**src/rtl/mlfq_pkg.sv**
```systemverilog
// Package for the multilevel feedback queue scheduler.
// Holds shared widths, opcode and register index codes, and the cell record types.
// No dependencies.
package mlfq_pkg;
   localparam int MaxProcs  = 16;
   localparam int MaxLevels = 4;
   localparam int LevelW    = 3;
   localparam int SvcW      = 16;
   localparam int TickW     = 32;

   typedef enum logic [0:0] {
      OP_LOAD = 1'b0,
      OP_TICK = 1'b1
   } opcode_type;

   typedef enum logic [2:0] {
      REG_NUM_PROCS  = 3'd0,
      REG_NUM_LEVELS = 3'd1,
      REG_QUANTUM0   = 3'd2,
      REG_QUANTUM1   = 3'd3,
      REG_QUANTUM2   = 3'd4
   } reg_index_type;

   // Command broadcast from the sequencer to every cell.
   typedef struct packed {
      logic             load;
      logic             admit;
      logic             charge;
      logic [TickW-1:0] now;
      logic [SvcW-1:0]  burst;
      logic [SvcW-1:0]  arrival;
      logic [LevelW-1:0] last_level;
   } cell_cmd_type;

   // Candidate record passed along the chain during selection.
   typedef struct packed {
      logic             found;
      logic [LevelW-1:0] level;
      logic [TickW-1:0] last_tick;
      logic [7:0]       index;
      logic [SvcW-1:0]  remaining;
   } cand_type;
endpackage

```
**src/rtl/mlfq_cell.sv**
```systemverilog
// One process slot of the scheduler chain.
// Holds the slot state and merges its own candidate into the record from the scan register.
// Depends on mlfq_pkg.
module mlfq_cell
   import mlfq_pkg::*;
#(
   parameter int IdxW = 4
) (
   input  logic             clock,
   input  logic             reset,
   input  logic [IdxW-1:0]  my_index,
   input  logic             active,
   input  logic             load_sel,
   input  cell_cmd_type     cmd,
   input  logic             charge_sel,
   input  logic             demote,
   input  logic             served_any,
   input  logic [IdxW-1:0]  served_index,
   input  cand_type         cand_in,
   output cand_type         cand_out,
   output logic             runnable,
   output logic [SvcW-1:0]  remaining,
   output logic [TickW-1:0] turnaround,
   output logic [LevelW-1:0] eff_level
);
   logic [SvcW-1:0]   rem_ff, rem_in;
   logic [LevelW-1:0] lvl_ff, lvl_in;
   logic              arr_ff, arr_in;
   logic [SvcW-1:0]   atime_ff, atime_in;
   logic [TickW-1:0]  last_ff, last_in;
   logic [TickW-1:0]  tat_ff, tat_in;
   logic              better;

   assign eff_level  = (lvl_ff >= cmd.last_level) ? cmd.last_level : lvl_ff;
   assign runnable   = active && arr_ff && (rem_ff != '0);
   assign remaining  = rem_ff;
   assign turnaround = tat_ff;

   always_comb begin
      better = runnable && (!cand_in.found || eff_level < cand_in.level ||
               (eff_level == cand_in.level && last_ff < cand_in.last_tick));
      cand_out = cand_in;
      if (better) begin
         cand_out.found     = 1'b1;
         cand_out.level     = eff_level;
         cand_out.last_tick = last_ff;
         cand_out.index     = 8'(my_index);
         cand_out.remaining = rem_ff;
      end
   end

   always_comb begin
      rem_in   = rem_ff;
      lvl_in   = lvl_ff;
      arr_in   = arr_ff;
      atime_in = atime_ff;
      last_in  = last_ff;
      tat_in   = tat_ff;
      if (cmd.load && load_sel) begin
         rem_in   = cmd.burst;
         atime_in = cmd.arrival;
         arr_in   = 1'b0;
         lvl_in   = '0;
         tat_in   = '0;
      end
      if (cmd.admit && active && !arr_ff && (TickW'(atime_ff) == cmd.now - 1'b1)) begin
         arr_in  = 1'b1;
         lvl_in  = '0;
         last_in = cmd.now;
      end
      if (cmd.charge && served_any) begin
         if (charge_sel) begin
            rem_in  = rem_ff - 1'b1;
            last_in = cmd.now;
            if (demote) begin
               lvl_in = (eff_level < cmd.last_level) ? eff_level + 1'b1 : eff_level;
            end
         end
         if (active && arr_ff && (charge_sel || rem_ff != '0)) begin
            tat_in = tat_ff + 1'b1;
         end
      end
   end

   always_ff @(posedge clock) begin
      if (reset) begin
         rem_ff <= '0;
         lvl_ff <= '0;
         arr_ff <= 1'b0;
         tat_ff <= '0;
      end else begin
         rem_ff <= rem_in;
         lvl_ff <= lvl_in;
         arr_ff <= arr_in;
         tat_ff <= tat_in;
      end
      atime_ff <= atime_in;
      last_ff  <= last_in;
   end

   logic unused_served;
   assign unused_served = ^served_index;
endmodule
```
**config.mk**
```make
export PLATFORM = sky130hd
export DESIGN_NAME = mlfq_cell
export DESIGN_NICKNAME = d
export VERILOG_FILES = /design/src/rtl/mlfq_pkg.sv /design/src/rtl/mlfq_cell.sv
export SDC_FILE = /design/constraint.sdc
export NUM_CORES = 1
export LEC_CHECK = 0
export ABC_CLOCK_PERIOD_IN_PS = 7600
export BUFFER_PORTS_ARGS = -buffer_cell sky130_fd_sc_hd__buf_2
export CORE_ASPECT_RATIO = 1.5
export CORE_MARGIN = 10
export CORE_UTILIZATION = 36
export CTS_CLUSTER_DIAMETER = 50
export DETAILED_ROUTE_END_ITERATION = 10
export GPL_ROUTABILITY_DRIVEN = 0
export MAX_ROUTING_LAYER = met4
export SYNTH_ARGS = -nofsm -noshare
export SYNTH_HDL_FRONTEND = slang
export SYNTH_SLANG_ARGS = --single-unit
```
**constraint.sdc**
```tcl
create_clock -name clock -period 7.6 [get_ports clock]
set_input_delay 0.38 -clock clock [delete_from_list [all_inputs] [get_ports clock]]
set_output_delay 0.38 -clock clock [all_outputs]
set_load 0.01 [all_outputs]
```
==> flow_metrics.tcl, run 1 <==
set metrics [dict create \
    critical-path-max-stage-delay_ns 0.45 \
    synth_common_cells "dfxtp_1, nor2_1, a21oi_1, mux2_2, inv_1" \
    grt_pass1_vias 6603 \
    cp_num_buf_inv 3 \
    fin_skew_ns 0.0106 \
    start_kind "register" \
    drc_errors 0 \
    vias 6541 \
    cts.sinks 100 \
    cpMostUsedCell "o21ai_0" \
    fin_crit_ns 4.77 \
    postCtsHoldBufs 0 \
    cts_resized 0 \
    clockBufferDepth 2 \
    leakage_nw 3.92 \
    syn_inst 767 \
    layout-drive-gt1-share 0.378 \
    grt_setup_unrepaired "no" \
    synth_most_common_cell "dfxtp_1" \
    tns_ns 0 \
    overflow 0 \
    rows 62 \
    cp_max_fo 37 \
    dpl.hpwl_mm 18.1 \
    clkTransAtPathRegs_ns 0.08 \
    tightest_slew_ns 0.883 \
    synth_nets 955 \
    cts_setup_buffers 0 \
    die_x_um 133 \
    design.die.area_mm2 0.0253 \
    r2r_cells 9 \
    initial_core_util 0.365 \
    grt_pass1_wl_mm 35.1 \
    grt_usage 0.176 \
    grt_max_degree 46 \
    hold_slack_ns 0.185 \
    firstDrtPassIters 4 \
    fin_crit_sh 0.627 \
    via_per_inst 5.16 \
    max-slew-margin-rel 0.411 \
    hold_depth 1 \
    finish.utilization 0.457 \
    crit_path_end_kind "output port" \
    yosys_register_bits 100 \
    layout.nets 1191 \
    setup_viol_count_final 0 \
    synth_ff_type "dfxtp_1" \
    antenna_found_initial 3 \
    synthTopCellsByArea "dfxtp_1, mux2_2, ha_1" \
    worstSetupPathType "register to output port" \
    maxCapViolCount 0 \
    hold_class "input port to register" \
    avgSynthCellArea_um2 9.03 \
    synth_area_mm2 0.00693 \
    synth.yosys.seq_area_share 0.312 \
    ir_worst_vdd_mv 0.0833 \
    clk_latency_ns 0.36 \
    routedWlPerCell_um 17.7 \
    fillerInstances 1963 \
    worstPathRequired_ns 7.22 \
    cts_buffers 9 \
    p_per_area_mw_per_mm2 167 \
    die_height_um 190 \
    core_mm2 0.0190 \
    io-pin-count 257 \
    ant_nets 0 \
    area_growth_pct 25.4 \
    crit_cells 16 \
    status "finished, final reports clean" \
    critical_path.slowest_cell "buf_4" \
    first_iter_violations 254 \
    synth_area_leader_cell "dfxtp_1" \
    synth_cell_types 65 \
    timing.fmax_mhz 210 \
    arrival_ns 4.39 \
    yosysTopAreaCellShare 0.243 \
    cts_root_buf "clkbuf_16" \
    cts_max_level 3 \
    hold_viol 0 \
    cts_tree "done" \
    portBuffers 252 \
    yosysWarnings 0 \
    path_delay_family "compound AO/OA/AOI/OAI gates" \
    routed_wl_mm 22.5 \
    async_reset_ff_frac 0 \
    worstPathCellList "inv_1 > ha_1 > nand2b_1 > a21o_1 > a21oi_1 > o21ai_0 > ha_1 > nor2b_1 > o21a_1 > o21ai_0 > nor4_1 > o21ai_0 > o211ai_1 > buf_4 > mux2_2 > buf_2" \
    synth-edff-count 16 \
    drv_slew 0 \
]
[cell type report]
class                   count  area [um2]  area share
clock buffers               9         225      0.0259
clock inverters             7        90.1      0.0104
multi-input cells         587        4400       0.507
well taps                 256         320      0.0369
repair buffers            258        1310       0.150
diodes                      3        7.51    0.000864
flip-flops and latches    100        2160       0.249
inverters                  47         176      0.0203
[where the power goes]
group	internal (mW)	switching (mW)	leakage [nW]
combinational	0.169	0.161	2.92
sequential	0.585	0.0429	0.841
clock	0.264	0.233	0.154
total	1.02	0.436	3.92
[layer usage]
| metal | share of wire | vias to the layer above | GRT usage |
|---|---|---|---|
| met4 | 0.023 | 0 | 0.0693 |
| met3 | 0.037 | 25 | 0.0256 |
| met2 | 0.54 | 153 | 0.322 |
| met5 | 0 | - | - |
| met1 | 0.41 | 3073 | 0.185 |
| li1 | - | 3290 | - |
[layout by cell type, fill, tap and decap left out, drive strengths merged, types with 5 or more instances in the layout]
cell / instances
nor2: 79
and3: 10
or3: 11
a31oi: 6
mux2i: 6
o211ai: 5
buf: 258
nor4: 11
inv: 51
nand3b: 7
a211oi: 13
nand2: 32
a2111oi: 6
nand4: 23
clkbuf: 9
nor2b: 6
xnor2: 14
mux2: 87
a21oi: 56
o21ai: 35
nand3: 24
dfxtp: 84
ha: 43
a21o: 14
nand2b: 6
nor3: 18
and2: 8
edfxtp: 16
or4: 9
or2: 9
xor2: 15
[per-stage QoR]
stage / power [mW] / worst slack [ns] / area [um2] / std cells
2_1_floorplan: 0.844 / 3.74 / 6930 / 767
3_3_place_gp: 0.968 / 3.15 / 8370 / 1248
3_5_place_dp: 0.973 / 3.11 / 8370 / 1248
4_1_cts: 1.47 / 2.79 / 8680 / 1264
5_1_grt: 1.54 / 2.50 / 8690 / 1267
6_report: 1.45 / 2.83 / 8690 / 1267
[worst paths after layout]
path	from	slack [ns]	end
min	cmd[7]	0.19	atime_ff[4]
max	lvl_ff[0]	2.83	cand_out[8]
max reg2reg	remaining[6]	4.37	turnaround[8]
min reg2reg	turnaround[31]	0.48	turnaround[31]
[sequential cells by signal (all words and copies together) (netlist names)]
name and count:
arr_ff 1, last_ff 32, remaining 16, lvl_ff 3, atime_ff 16, turnaround 32
[worst reg2reg max path, cell delays in order, from the launching register on]
cell      delay [ns]
dfxtp_1         0.37
or3_1           0.46
or3_1           0.44
or4_1           0.60
o31a_1          0.34
buf_4           0.22
nor2_1          0.11
buf_4           0.28
a21oi_1         0.07
a211oi_1        0.25
[kinds of logic after synthesis]
kind of cell	share of synthesized area
AO/OA/AOI/OAI	0.150
XOR/XNOR	0.0367
adder cells (fa/ha/maj)	0.0776
buffers and inverters	0.0544
flip-flops	0.312
multiplexers	0.166
AND/OR/NAND/NOR	0.203
Power figures use the tool's default switching activity.
==> inputs of run 2 (changes only) <==
ABC_CLOCK_PERIOD_IN_PS = 3850   (was 7600)
clock period = 3.85 ns   (was 7.6 ns; I/O delays follow)
==> run 2 against run 1 <==
Effect of this change:
- sequential cell count unchanged
- sequential power is 97% higher
- count of clock-buffer cells in the layout increased by 1
- critical path depth is 2 higher
- non-clock buffer count is 27 higher
- register-to-register slack got worse by 3.6 ns
- largest cell class unchanged
- clock power increased by 90%
==> flow_metrics.tcl, run 2 (synthesized netlist as in run 1, its figures left out) <==
set metrics [dict create \
    routed_wl_mm 23.7 \
    die_x_um 133 \
    p_sw_mw 0.853 \
    clkTransAtPathRegs_ns 0.07 \
    status "finished, final reports clean" \
    design.die.area_mm2 0.0253 \
    first_iter_violations 323 \
    crit_path_end_kind "output port" \
    worstPathRequired_ns 3.66 \
    drc_errors 0 \
    grt_pass1_vias 6912 \
    ant_nets 0 \
    mostFrequentLayoutCell "buf_2" \
    cts_tree "done" \
    whs_endpoint "atime_ff[3]" \
    worstHoldStart "cmd[6]" \
    grt_usage 0.180 \
    final_cell_mix "buf_2, dfxtp_1, nor2_1, a21oi_1, mux2_2" \
    drv_slew 0 \
    r2r_cells 10 \
    hold_depth 1 \
    fillerInstances 1867 \
    clkPwrFrac 0.326 \
    cts.sinks 100 \
    grt_setup_unrepaired "yes" \
    leakage_nw 4.21 \
    internal-power_mw 2.05 \
    die_height_um 190 \
    start_kind "register" \
    timing.fmax_mhz 261 \
    max-slew-margin-rel 0.412 \
    timing.rr.start "remaining[6]" \
    rr_endpoint "turnaround[7]" \
    via_per_inst 5.26 \
    tightest_slew_ns 0.878 \
    area_growth_pct 34.5 \
    setup_viol_count_final 0 \
    core_mm2 0.0190 \
    initial_core_util 0.365 \
    io-pin-count 257 \
    rows 62 \
    grt_pass1_wl_mm 36.1 \
    clockBufferDepth 2 \
    maxCapViolCount 0 \
    vias 6813 \
    cts_buffers 9 \
    hold_class "input port to register" \
    cts_max_level 3 \
    antenna_found_initial 5 \
    p_per_area_mw_per_mm2 311 \
    dpl.hpwl_mm 18.3 \
    register_area_mm2 0.00216 \
    regToRegSetupSlack_ns 0.77 \
    portBuffers 252 \
    layout-drive-gt1-share 0.402 \
    overflow 0 \
    hold_viol 0 \
    worstSetupPathType "register to output port" \
    arrival_ns 3.64 \
    clk_latency_ns 0.35 \
    p_seq_frac 0.428 \
    tns_ns 0 \
    multiInputGateArea_mm2 0.00449 \
    swShare 0.294 \
    hold_slack_ns 0.0140 \
    grt_max_degree 29 \
    cts_root_buf "clkbuf_16" \
    fin_crit_ns 3.84 \
    firstDrtPassIters 5 \
    routedWlPerCell_um 18.3 \
    fin_skew_ns 0.00893 \
    layout.nets 1218 \
    comb_power_share 0.246 \
    ir_worst_vdd_mv 0.184 \
    fin_crit_sh 0.996 \
    cp_max_fo 6 \
]
## run 2: critical path: stages, from the launching register on
cell	delay, ns
dfxtp_2	0.35
inv_2	0.05
ha_4	0.20
nand2b_4	0.13
a21o_1	0.20
a21oi_4	0.26
mux2_4	0.34
inv_2	0.07
ha_4	0.13
nor2b_4	0.03
o21a_1	0.18
o21ai_2	0.21
nor4_2	0.06
o21ai_1	0.14
o211ai_1	0.16
buf_6	0.19
clkbuf_16	0.18
mux2_4	0.30
buf_6	0.12
## run 2: cell type report
cell class / count / area share
flip-flops and latches: 100 / 0.232
clock inverters: 6 / 0.00792
inverters: 47 / 0.0189
repair buffers: 285 / 0.199
well taps: 256 / 0.0344
multi-input cells: 587 / 0.481
clock buffers: 10 / 0.0246
diodes: 5 / 0.00134
## run 2: metrics by stage
stage | instance area (um2) | worst slack, ns | std cells | total power [mW] | util
final | 9320 | 0.0141 | 1296 | 2.90 | 0.490
after global routing | 9320 | -0.121 | 1296 | 3.06 | 0.490
after CTS | 9040 | -0.0671 | 1289 | 2.91 | 0.476
after detailed placement | 8480 | -0.101 | 1259 | 1.93 | 0.446
after global placement | 8480 | -0.0329 | 1259 | 1.92 | 0.446
after floorplan | 6930 | 0.205 | 767 | 1.67 | -
## run 2: how the worst max path moves through the flow
stage | from | to
after floorplan | lvl_ff[0] | cand_out[53]
after global placement | lvl_ff[0] | cand_out[28]
after detailed placement | lvl_ff[0] | cand_out[48]
after CTS | lvl_ff[0] | cand_out[43]
after global routing | lvl_ff[0] | cand_out[0]
final | lvl_ff[0] | cand_out[0]
## run 2: what timing repair did
item                                    in CTS  in global routing
setup buffers                                8                  1
gates resized for setup                     27                 42
hold buffers                                 4                  0
endpoints found under the setup margin      59                 59
cloned                                       2                  2
pin swaps                                    7                  9
hold endpoints to repair                     4                  0
## run 2: routing by layer
metal  track usage  vias up  part of all wire
met2         0.329      201              0.54
li1              -     3352                 -
met5             -        -                 0
met1         0.186     3232              0.38
met4        0.0617        0             0.025
met3        0.0391       28             0.054
## run 2: power groups by stage
stage | Sequential, mW | Combinational, mW | Clock (mW)
finish | 1.24 | 0.714 | 0.945
floorplan | 1.24 | 0.429 | 0
CTS | 1.24 | 0.692 | 0.973
detailed placement | 1.26 | 0.665 | 0
global placement | 1.26 | 0.657 | 0
global route | 1.25 | 0.795 | 1.01
